[src/seirs_pkg.sv]
// ----------------------------------------------------------------------------
// SEIRS package
// Widths, status codes, register indexes and reset values of the cell update.
// ----------------------------------------------------------------------------
package seirs_pkg;

  localparam int unsigned DAY_W   = 16;
  localparam int unsigned Q_W     = 16;
  localparam int unsigned NBR_W   = 8;
  localparam int unsigned CNT_W   = $clog2(NBR_W + 1);
  localparam int unsigned CFG_IDX_W = 8;

  // One power of the escape factor per possible neighbour count (1..NBR_W)
  localparam int unsigned POW_DEPTH = NBR_W;
  localparam int unsigned POW_IDX_W = $clog2(POW_DEPTH);

  localparam logic [DAY_W-1:0] DAY_MAX = {DAY_W{1'b1}};

  typedef enum logic [1:0] {
    ST_SUSCEPTIBLE = 2'd0,
    ST_EXPOSED     = 2'd1,
    ST_INFECTIOUS  = 2'd2,
    ST_RECOVERED   = 2'd3
  } status_e;

  localparam logic [CFG_IDX_W-1:0] CFG_INCUBATION = CFG_IDX_W'(0);
  localparam logic [CFG_IDX_W-1:0] CFG_CONTAGIOUS = CFG_IDX_W'(1);
  localparam logic [CFG_IDX_W-1:0] CFG_IMMUNITY   = CFG_IDX_W'(2);
  localparam logic [CFG_IDX_W-1:0] CFG_ESCAPE     = CFG_IDX_W'(3);

  localparam logic [DAY_W-1:0] INCUBATION_RST = DAY_W'(5);
  localparam logic [DAY_W-1:0] CONTAGIOUS_RST = DAY_W'(7);
  localparam logic [DAY_W-1:0] IMMUNITY_RST   = DAY_W'(0);
  localparam logic [Q_W-1:0]   ESCAPE_RST     = Q_W'(39750);

endpackage

[src/seirs_cell_update.sv]
// ----------------------------------------------------------------------------
// SEIRS cell update
// One daily status step of one grid agent, three-stage pipeline.
// ----------------------------------------------------------------------------
// Takes one agent record per cycle while in_ready_o is high and returns one
// updated record per record, in order, through the stage 1, stage 2 and
// output registers. The infection chance uses powers q^1..q^8 of escape_factor
// that sit in a small table; a shared 16x16 multiplier rebuilds that table
// entry by entry after reset and after each write of escape_factor, and
// in_ready_o stays low while it does. Configuration writes are always taken
// (cfg_ready_o is tied high) and must only come while no record is in flight.
module seirs_cell_update (
  input  logic                              clk_i,
  input  logic                              rst_ni,

  input  logic                              cfg_valid_i,
  output logic                              cfg_ready_o,
  input  logic [seirs_pkg::CFG_IDX_W-1:0]   cfg_index_i,
  input  logic [seirs_pkg::DAY_W-1:0]       cfg_data_i,

  input  logic                              in_valid_i,
  output logic                              in_ready_o,
  input  logic [1:0]                        status_i,
  input  logic [seirs_pkg::DAY_W-1:0]       days_in_status_i,
  input  logic [seirs_pkg::NBR_W-1:0]       neighbour_mask_i,
  input  logic [seirs_pkg::Q_W-1:0]         random_value_i,

  output logic                              out_valid_o,
  input  logic                              out_ready_i,
  output logic [1:0]                        new_status_o,
  output logic [seirs_pkg::DAY_W-1:0]       new_days_o,
  output logic                              is_sick_o,
  output logic                              is_contagious_o
);

  // --------------------------------------------------------------------------
  // Configuration registers
  // --------------------------------------------------------------------------
  logic [seirs_pkg::DAY_W-1:0] incubation_q;
  logic [seirs_pkg::DAY_W-1:0] contagious_q;
  logic [seirs_pkg::DAY_W-1:0] immunity_q;
  logic [seirs_pkg::Q_W-1:0]   escape_q;
  logic                        cfg_xfer;
  logic                        escape_wr;

  assign cfg_ready_o = 1'b1;
  assign cfg_xfer    = cfg_valid_i && cfg_ready_o;
  assign escape_wr   = cfg_xfer && (cfg_index_i == seirs_pkg::CFG_ESCAPE);

  always_ff @(posedge clk_i or negedge rst_ni) begin
    if (!rst_ni) begin
      incubation_q <= seirs_pkg::INCUBATION_RST;
      contagious_q <= seirs_pkg::CONTAGIOUS_RST;
      immunity_q   <= seirs_pkg::IMMUNITY_RST;
      escape_q     <= seirs_pkg::ESCAPE_RST;
    end else if (cfg_xfer) begin
      case (cfg_index_i)
        seirs_pkg::CFG_INCUBATION: incubation_q <= cfg_data_i;
        seirs_pkg::CFG_CONTAGIOUS: contagious_q <= cfg_data_i;
        seirs_pkg::CFG_IMMUNITY:   immunity_q   <= cfg_data_i;
        seirs_pkg::CFG_ESCAPE:     escape_q     <= cfg_data_i;
        default: ;  // drop writes beyond the register list
      endcase
    end
  end

  // --------------------------------------------------------------------------
  // Pipeline flow control: a stage loads when empty or when it drains
  // --------------------------------------------------------------------------
  logic s1_valid_q, s2_valid_q, out_valid_q;
  logic s1_ready, s2_ready, s3_ready;
  logic tbl_busy;
  logic in_xfer;

  assign s3_ready   = !out_valid_q || out_ready_i;
  assign s2_ready   = !s2_valid_q  || s3_ready;
  assign s1_ready   = !s1_valid_q  || s2_ready;
  assign in_ready_o = s1_ready && !tbl_busy;
  assign in_xfer    = in_valid_i && in_ready_o;

  always_ff @(posedge clk_i or negedge rst_ni) begin
    if (!rst_ni) begin
      s1_valid_q  <= 1'b0;
      s2_valid_q  <= 1'b0;
      out_valid_q <= 1'b0;
    end else begin
      if (s1_ready) begin
        s1_valid_q <= in_xfer;
      end
      if (s2_ready) begin
        s2_valid_q <= s1_valid_q;
      end
      if (s3_ready) begin
        out_valid_q <= s2_valid_q;
      end
    end
  end

  // --------------------------------------------------------------------------
  // Stage 1: count infectious neighbours, advance the day count (saturating)
  // --------------------------------------------------------------------------
  logic [seirs_pkg::CNT_W-1:0] nbr_cnt;
  logic [seirs_pkg::DAY_W-1:0] days_inc;

  logic [1:0]                  s1_status_q;
  logic [seirs_pkg::DAY_W-1:0] s1_days_q;
  logic [seirs_pkg::CNT_W-1:0] s1_cnt_q;
  logic [seirs_pkg::Q_W-1:0]   s1_rnd_q;

  always_comb begin
    nbr_cnt = '0;
    for (int i = 0; i < seirs_pkg::NBR_W; i++) begin
      nbr_cnt = nbr_cnt + seirs_pkg::CNT_W'(neighbour_mask_i[i]);
    end
  end

  assign days_inc = (days_in_status_i == seirs_pkg::DAY_MAX) ? days_in_status_i
                                                             : days_in_status_i + 1'b1;

  always_ff @(posedge clk_i) begin
    if (in_xfer) begin
      s1_status_q <= status_i;
      s1_days_q   <= days_inc;
      s1_cnt_q    <= nbr_cnt;
      s1_rnd_q    <= random_value_i;
    end
  end

  // --------------------------------------------------------------------------
  // Stage 2: infection draw against 1 - q^n, duration checks
  // --------------------------------------------------------------------------
  logic [seirs_pkg::POW_IDX_W-1:0] pow_idx;
  logic [seirs_pkg::Q_W-1:0]       pow_n;
  logic [seirs_pkg::Q_W:0]         p_infect;
  logic                            infect;
  logic                            go_d;

  logic [1:0]                  s2_status_q;
  logic [seirs_pkg::DAY_W-1:0] s2_days_q;
  logic                        s2_go_q;

  // Entry k holds q^(k+1); a count of zero is masked below
  assign pow_idx = seirs_pkg::POW_IDX_W'(s1_cnt_q - 1'b1);

  seirs_pow_table u_pow_table (
    .clk_i     (clk_i),
    .rst_ni    (rst_ni),
    .restart_i (escape_wr),
    .escape_i  (escape_q),
    .rd_idx_i  (pow_idx),
    .busy_o    (tbl_busy),
    .rd_pow_o  (pow_n)
  );

  // Chance of infection in unsigned Q1.16: 1.0 - q^n
  assign p_infect = {1'b1, {seirs_pkg::Q_W{1'b0}}} - {1'b0, pow_n};
  assign infect   = (s1_cnt_q != '0) && ({1'b0, s1_rnd_q} < p_infect);

  always_comb begin
    case (seirs_pkg::status_e'(s1_status_q))
      seirs_pkg::ST_SUSCEPTIBLE: go_d = infect;
      seirs_pkg::ST_EXPOSED:     go_d = (s1_days_q >= incubation_q);
      seirs_pkg::ST_INFECTIOUS:  go_d = (s1_days_q >= contagious_q);
      seirs_pkg::ST_RECOVERED:   go_d = (immunity_q != '0) && (s1_days_q >= immunity_q);
      default:                   go_d = 1'b0;
    endcase
  end

  always_ff @(posedge clk_i) begin
    if (s2_ready && s1_valid_q) begin
      s2_status_q <= s1_status_q;
      s2_days_q   <= s1_days_q;
      s2_go_q     <= go_d;
    end
  end

  // --------------------------------------------------------------------------
  // Stage 3: apply the transition and hold the result for the consumer.
  // Every transition moves to the next code (recovered wraps to susceptible).
  // --------------------------------------------------------------------------
  logic [1:0]                  st_next;
  logic [seirs_pkg::DAY_W-1:0] days_next;

  logic [1:0]                  out_status_q;
  logic [seirs_pkg::DAY_W-1:0] out_days_q;
  logic                        out_sick_q;
  logic                        out_cont_q;

  assign st_next   = s2_go_q ? s2_status_q + 1'b1 : s2_status_q;
  assign days_next = s2_go_q ? '0 : s2_days_q;

  always_ff @(posedge clk_i) begin
    if (s3_ready && s2_valid_q) begin
      out_status_q <= st_next;
      out_days_q   <= days_next;
      out_sick_q   <= (st_next == seirs_pkg::ST_EXPOSED) ||
                      (st_next == seirs_pkg::ST_INFECTIOUS);
      out_cont_q   <= (st_next == seirs_pkg::ST_INFECTIOUS);
    end
  end

  assign out_valid_o     = out_valid_q;
  assign new_status_o    = out_status_q;
  assign new_days_o      = out_days_q;
  assign is_sick_o       = out_sick_q;
  assign is_contagious_o = out_cont_q;

endmodule

[src/seirs_pow_table.sv]
// ----------------------------------------------------------------------------
// SEIRS escape power table
// Holds q^1..q^8 of the escape factor, rebuilt by one shared multiplier.
// ----------------------------------------------------------------------------
module seirs_pow_table (
  input  logic                             clk_i,
  input  logic                             rst_ni,
  input  logic                             restart_i,
  input  logic [seirs_pkg::Q_W-1:0]        escape_i,
  input  logic [seirs_pkg::POW_IDX_W-1:0]  rd_idx_i,
  output logic                             busy_o,
  output logic [seirs_pkg::Q_W-1:0]        rd_pow_o
);

  localparam logic [seirs_pkg::POW_IDX_W-1:0] POW_LAST =
    seirs_pkg::POW_IDX_W'(seirs_pkg::POW_DEPTH - 1);

  logic [seirs_pkg::Q_W-1:0]       pow_q [seirs_pkg::POW_DEPTH];
  logic [seirs_pkg::Q_W-1:0]       acc_q;
  logic [seirs_pkg::Q_W-1:0]       pow_d;
  logic [2*seirs_pkg::Q_W-1:0]     prod;
  logic [seirs_pkg::POW_IDX_W-1:0] step_q;
  logic                            busy_q;

  // First entry is q itself; each later one truncates the product
  assign prod  = acc_q * escape_i;
  assign pow_d = (step_q == '0) ? escape_i : prod[2*seirs_pkg::Q_W-1:seirs_pkg::Q_W];

  always_ff @(posedge clk_i or negedge rst_ni) begin
    if (!rst_ni) begin
      busy_q <= 1'b1;
      step_q <= '0;
    end else if (restart_i) begin
      busy_q <= 1'b1;
      step_q <= '0;
    end else if (busy_q) begin
      step_q <= step_q + 1'b1;
      if (step_q == POW_LAST) begin
        busy_q <= 1'b0;
      end
    end
  end

  always_ff @(posedge clk_i) begin
    if (busy_q && !restart_i) begin
      pow_q[step_q] <= pow_d;
      acc_q         <= pow_d;
    end
  end

  assign busy_o   = busy_q;
  assign rd_pow_o = pow_q[rd_idx_i];

endmodule

[config.mk]
export PLATFORM = sky130hd
export DESIGN_NAME = seirs_cell_update
export DESIGN_NICKNAME = d
export VERILOG_FILES = /design/src/seirs_pkg.sv /design/src/seirs_cell_update.sv /design/src/seirs_pow_table.sv
export SDC_FILE = /design/constraint.sdc
export NUM_CORES = 1
export LEC_CHECK = 0
export BUFFER_PORTS_ARGS = -buffer_cell sky130_fd_sc_hd__buf_2
export CAP_MARGIN = 20
export CORE_MARGIN = 2
export CORE_UTILIZATION = 45
export DETAILED_ROUTE_END_ITERATION = 8
export PLACE_DENSITY_LB_ADDON = 0.15
export SYNTH_ARGS = -nofsm -noshare
export SYNTH_HDL_FRONTEND = slang
export SYNTH_HIERARCHICAL = 1
export SYNTH_SLANG_ARGS = --single-unit
[constraint.sdc]
create_clock -name clk_i -period 7.65 [get_ports clk_i]
set_input_delay 1.1475 -clock clk_i [delete_from_list [all_inputs] [get_ports clk_i]]
set_output_delay 1.1475 -clock clk_i [all_outputs]
set_load 0.01 [all_outputs]
Yosys cells after proc, flatten, opt, wreduce, memory -nomap -nowiden --
Memories as Yosys holds them, arrays and structs flattened. Index checks and enable logic that the tools add are counted.
Storage, ports and cells: bits in writable memories 128, bits in registers 164, input port bits 71, memories 1, word-level logic and storage cells 87
Operators by class: order comparisons 4, add/sub/neg operators 12, eq/ne operators 10, mux-type cells 11, reduce and logical (&&, ||, !) cells 27, multipliers 1
Memory list:
- u_pow_table.pow_q | words 8, width 16, rd ports 1, clocked after Yosys merged registers in 0, wr ports 1, line seirs_pow_table.sv:18 | logic [seirs_pkg::Q_W-1:0] pow_q [seirs_pkg::POW_DEPTH];
Operators with widths (number):
- 16-bit >= comparator | 3
- 16-bit by 16-bit multiplier with 32-bit output | 1
- 16-bit two-way mux | 2
- 16-bit by 17-bit less-than comparator with 1-bit output | 1
- 17-bit by 16-bit subtractor with 17-bit output, first input constant | 1
- 16-bit by 1-bit adder with 16-bit output, second input constant | 1
- 4-bit by 1-bit adder with 4-bit output | 4
- 16-bit equality test, second input constant | 1
- 8-bit by 2-bit equality test with 1-bit output, second input constant | 2
- 16-bit nonzero test | 1
- 8-bit by 1-bit equality test with 1-bit output, second input constant | 1
- 1-bit logical AND | 8
- 8-bit zero test | 1
- 2-bit AND reduction | 4
- 2-bit equality test, second input constant | 3
- 3-bit two-way mux | 2
- 1-bit zero test | 5
- 1-bit two-way mux | 5
- 3-bit by 1-bit adder with 4-bit output | 1
- 2-bit by 1-bit equality test with 1-bit output, second input constant | 2
- 1-bit logical OR | 4
- 1-bit case mux with 4 select lines | 1
- 4-bit nonzero test | 1
- 2-bit by 1-bit adder with 3-bit output | 1
- other kinds (9) | 9

Logic depth before layout (Yosys ltp) --
word-level depth 7, mapped depth 22, gate-level depth less buffers 21

Modules after synthesis --
The synthesis kept the hierarchy.
Modules (own cells, without submodules):
- seirs_pow_table | area each 14061.0 um^2, cells an instance 1251, seq. area each 4425.5 um^2, times used 1
- seirs_cell_update | area each 7375.8 um^2, cells an instance 624, seq. area each 4005.1 um^2, times used 1

Worst setup path after synthesis --
No wires, ideal clock.
path type reg2reg, start point reg escape_q[8] (netlist bit), end point reg u_pow_table/acc_q[12] (netlist bit) (data pin), cell stages (with the launch flop) 23, data required time 7.399 ns, path buffers 2, period minus slack after synthesis 6.302 ns, data arrival time 6.051 ns, setup slack 1.348 ns, cells stage by stage dfstp_2 > clkbuf_1 > clkbuf_1 > nand2_1 > fa_1 > inv_1 > fa_1 > inv_1 > fa_1 > inv_1 > fa_1 > fa_1 > inv_1 > fa_1 > inv_1 > ha_1 > a21oi_1 > o21ai_0 > a21oi_1 > o21ai_2 > o31a_1 > or4_1 > o2111ai_1
On the way: word-level cells in the longest chain between the ends 2
Ends and longest elaborated chain:
- start, declared | line seirs_cell_update.sv:42 | logic [seirs_pkg::Q_W-1:0] escape_q;
- start signal, assigned | line seirs_cell_update.sv:55 | escape_q <= seirs_pkg::ESCAPE_RST;
- start signal, assigned | line seirs_cell_update.sv:61 | seirs_pkg::CFG_ESCAPE: escape_q <= cfg_data_i;
- 16-bit by 16-bit multiplier with 32-bit output | line seirs_pow_table.sv:26 | assign prod = acc_q * escape_i;
- 16-bit two-way mux | line seirs_pow_table.sv:27 | assign pow_d = (step_q == '0) ? escape_i : prod[2*seirs_pkg::Q_W-1:seirs_pkg::Q_W];
- via u_pow_table.pow_d, one bit | line seirs_pow_table.sv:20 | logic [seirs_pkg::Q_W-1:0] pow_d;
- end signal, assigned | line seirs_pow_table.sv:47 | acc_q <= pow_d;
- end, declared | line seirs_pow_table.sv:19 | logic [seirs_pkg::Q_W-1:0] acc_q;
The timed path passes the listed nets, and every way through them passes these cells. A chain may end at the register's enable or synchronous reset.

Final worst setup path --
start point reg escape_q[3] (netlist bit), end point reg u_pow_table/acc_q[14] (netlist bit) (data pin)
The elaborated chain is that of the path after synthesis.

==> impl_results.md <==
- Comb pwr share: 26.2%
- Count leader, synth: inv_1
- Final Max Tran Viols: 0
- Fin. Hold Viols: 0
- Power Density: 191.8 nW/um2
- Max_slew headroom: 26.30%
- Switching part of the total: 30.70%
- Final setup viols: 0
- CP endpoint kind: flip-flop
- Crit path max fanout: 18
- Critical path, cell by cell: nand2_1 > fa_1 > fa_1 > fa_1 > fa_1 > inv_1 > fa_1 > inv_1 > fa_1 > inv_1 > ha_1 > a21oi_1 > o211ai_1 > a311oi_2 > o21ai_2 > a31oi_1 > o221ai_1 > a21oi_1
- Syn Nets: 2,318
- Min Tclk post-route: between 7 and 8 ns
- N_diodes: 0
- Netlist Area Pre-Place: 21,440 um2
- Start point of the worst hold path: s2_valid_q$_DFFE_PN0P_
- Final TNS setup: 0 ns
- GR Util met1: around 30%
- Unrepaired setup endpoints after global routing: no
- Seq. cell area: 8431 um2
- Final-stage net count: 2,396
- MaxCap Viol Count: 0
- Netlist cell types: 70
- 1st-iter DRT viols: 935
- DRT Pass-1 Iters: 5
- P_sw: 0.001383 W
- Slew @ Worst Pin: between 1 and 1.5 ns
- Sequential fraction of the synthesis area: 39.33%
- CTS Buf Count: 29
- Async set or reset register ratio after synthesis: 24.32%
- CTS resizes: 0
- Clock input transition at the sequential cells of the worst setup and hold paths: approximately 0.06 ns
- IO Count: between 90 and 100
- Number of enable flip-flop cells after synthesis: 221
- Routed WL: between 50,000 and 60,000 um
- Leak: 10.37 nW
- Top_reg_cell synth: edfxtp_1
- Cell Rows: 79
- Initial antenna violation count: 3
- Area share of the largest cell type after synthesis: 30.96%
- VDD IR max: 191.8 uV
- Run status: finished, final reports clean
- Initial Utilization: approximately 46%
- Post-route DRC violation count: 0
- Top post-synthesis cells by area: edfxtp_1 31%, fa_1 18%, ha_1 10%, dfrtp_1 6.7%, inv_1 5.4%
- HPWL Detailed: around 37,000 um
- Routed Antenna Nets: 0
- Part of the power in registers: 43.0%
- Critical Path AT: 7.53 ns
- FF-to-FF Start: escape_q[3]$_DFFE_PN0P_
- Register bit total from synthesis: a little under 300
- Largest net degree at the start of global routing: 72
- Total track usage: 21.27%
- Avg WL per Cell: about 20 um
- Total gr overflow: 0
- Die area: 49,400 um2
- Syn avg cell area: ~11 um2
- Setup CP Type: reg2reg
- Fraction of layout cells with a size suffix above 1: approximately 14%
- CTS Root Cell: clkbuf_16
- Most Crowded Layer GR: met2
- Int Power: roughly 0.0031 W
- Post-synth top cells: 307 x inv_1, 226 x nand2_1, 221 x edfxtp_1
- H-tree depth: 1
- FMAX: about 0.14 GHz
- Met2 global-route usage: 35.55%
- Area occupied by multi-input gates: 11,650 um2
- Input/output buffers: 92
- Worst skew pair latency: 0.57 ns
- Hold-fix buffers at CTS: 0
- Hold WC Path Type: reg2reg
- Vias in the first global route: 14,619
- Die Ht: 222.3 um
- FILL cells: 4,172
- Post-synth top area cell: edfxtp_1
- Worst R2R Setup Slack: 0.35 ns
- DR vias: approximately 14,000
- Vias per cell: 5.333
- Post-Synthesis Cells: 1,875
- Setup Buffers After CTS: 0
- Core area: 46,750 um2
- Final period utilization: about 95%
- Fin util: 50.25%
- Die Wd: 222.3 um
- Most common cell on crit path: fa_1
- Slowest stage delay, CP: 0.93 ns
- Worst Skew: 0.01689 ns
- Slowest stage cell, crit path: dfrtp_1
- Final RePlAce weighted congestion: 0.8886
- CTS tree: built
- Kind of start point of the critical path: flip-flop
- Total clock sinks: 292
- Area growth from synthesis to layout: 9.601%
- Clk network pwr share: 30.8%
- First-pass GRT wire length: 82,180 um
- Clock buffer depth: 3
- Critical path origin: escape_q[3]$_DFFE_PN0P_
- CP required: 7.88 ns
- Met3 Resource Use GR: 3.068%
- Total of warnings raised by yosys: 6
## path summary, 6_finish.rpt
path,endpoint,depth (start not counted)
min,out_valid_o$_DFFE_PN0P_,2
min reg2reg,out_valid_o$_DFFE_PN0P_,2
max,u_pow_table/acc_q[14]$_DFFE_PP_,18
max in group asynchronous,s2_valid_q$_DFFE_PN0P_,2
min in group asynchronous,incubation_q[5]$_DFFE_PN0P_,2
max reg2reg,u_pow_table/acc_q[14]$_DFFE_PP_,18
## final cells by class
type,count,area share (%)
inverter,307,4.905
timing repair buffer,109,2.492
multi-input combinational,1214,49.58
sequential,292,35.88
clock buffer,36,3.243
tap,607,3.233
clock inverter,18,0.6657
## layout by cell type (no fill, tap or decap), types with 6 or more instances in the layout
cell,netlist,final
nand2b_1,6,6
fa_1,197,197
inv_1,307,306
clkbuf_16,0,29
buf_2,10,93
a211oi_1,6,6
xnor2_1,26,26
o21a_1,6,6
o21bai_1,6,6
o21ai_0,58,58
xor2_1,20,20
a2111oi_0,6,6
a21o_1,10,10
nand2_1,226,226
ha_1,175,175
clkinv_1,0,8
clkbuf_1,50,6
dfrtp_1,57,57
and2_1,118,117
dfstp_2,14,14
buf_4,1,16
nand4_1,16,16
nor3_1,17,13
nor2_1,52,52
nand3_1,17,17
a21oi_1,71,71
mux2_2,50,50
edfxtp_1,221,221
nor2b_1,23,23
mux4_2,32,32
## per-stage QoR
step | cell area [um2] | total power [W] | worst slack, ns | instances | hold WS (ns)
detailed placement | 22570 | 0.003166 | 0.3558 | 2528 | 0.4480
floorplan | 21440 | 0.002784 | 1.348 | 1875 | 0.4264
CTS | 23490 | 0.004574 | 0.3106 | 2582 | 0.4579
global route | 23500 | 0.004788 | 0.05442 | 2583 | 0.4773
global placement | 22570 | 0.003140 | 0.3291 | 2528 | 0.4383
finish | 23500 | 0.004507 | 0.3487 | 2583 | 0.4603
## per-layer routing
| metal | up-vias | share of wire (%) |
|---|---|---|
| met5 | - | 0.071 |
| met4 | 6 | 1.5 |
| met3 | 65 | 4.4 |
| met1 | 7023 | 46 |
| met2 | 290 | 48 |
| li1 | 6391 | - |
## critical path, delay by kind of cell, from the launching register on
kind / cells / cell delay, ns
compound gates: 7 / 2.24
buf+inv: 3 / 0.16
fa+ha+maj: 7 / 3.45
simple gates: 1 / 0.19
flops: 1 / 0.93
## power groups by stage
stage / Clock [W] / Sequential (W) / Combinational (W)
2_1_floorplan: 0 / 0.00193 / 0.000858
3_3_place_gp: 0 / 0.00197 / 0.00117
3_5_place_dp: 0 / 0.00197 / 0.00120
4_1_cts: 0.00143 / 0.00194 / 0.00121
5_1_grt: 0.00149 / 0.00195 / 0.00135
6_report: 0.00139 / 0.00194 / 0.00118
## kinds of logic after synthesis
logic type                 share of synthesized area [%]
and+or+nand+nor                                    11.96
adders and majority gates                          28.61
buffers and inverters                              6.537
DFF                                                39.33
AOI/OAI and AO/OA                                  5.539
muxes                                              6.129
xor gates and xnor gates                           1.879
other                                            0.01749
## sequential cells by signal, summed over array words and instances (netlist names), 2 cells and up
| register | count |
|---|---|
| new_days_o | 16 |
| u_pow_table/acc_q | 16 |
| s2_status_q | 2 |
| contagious_q | 16 |
| escape_q | 16 |
| s1_rnd_q | 16 |
| s1_days_q | 16 |
| u_pow_table/pow_q | 128 |
| s1_cnt_q | 4 |
| immunity_q | 16 |
| incubation_q | 16 |
| u_pow_table/step_q | 3 |
| new_status_o | 2 |
| s1_status_q | 2 |
| s2_days_q | 16 |
Power figures use the tool's default switching activity.
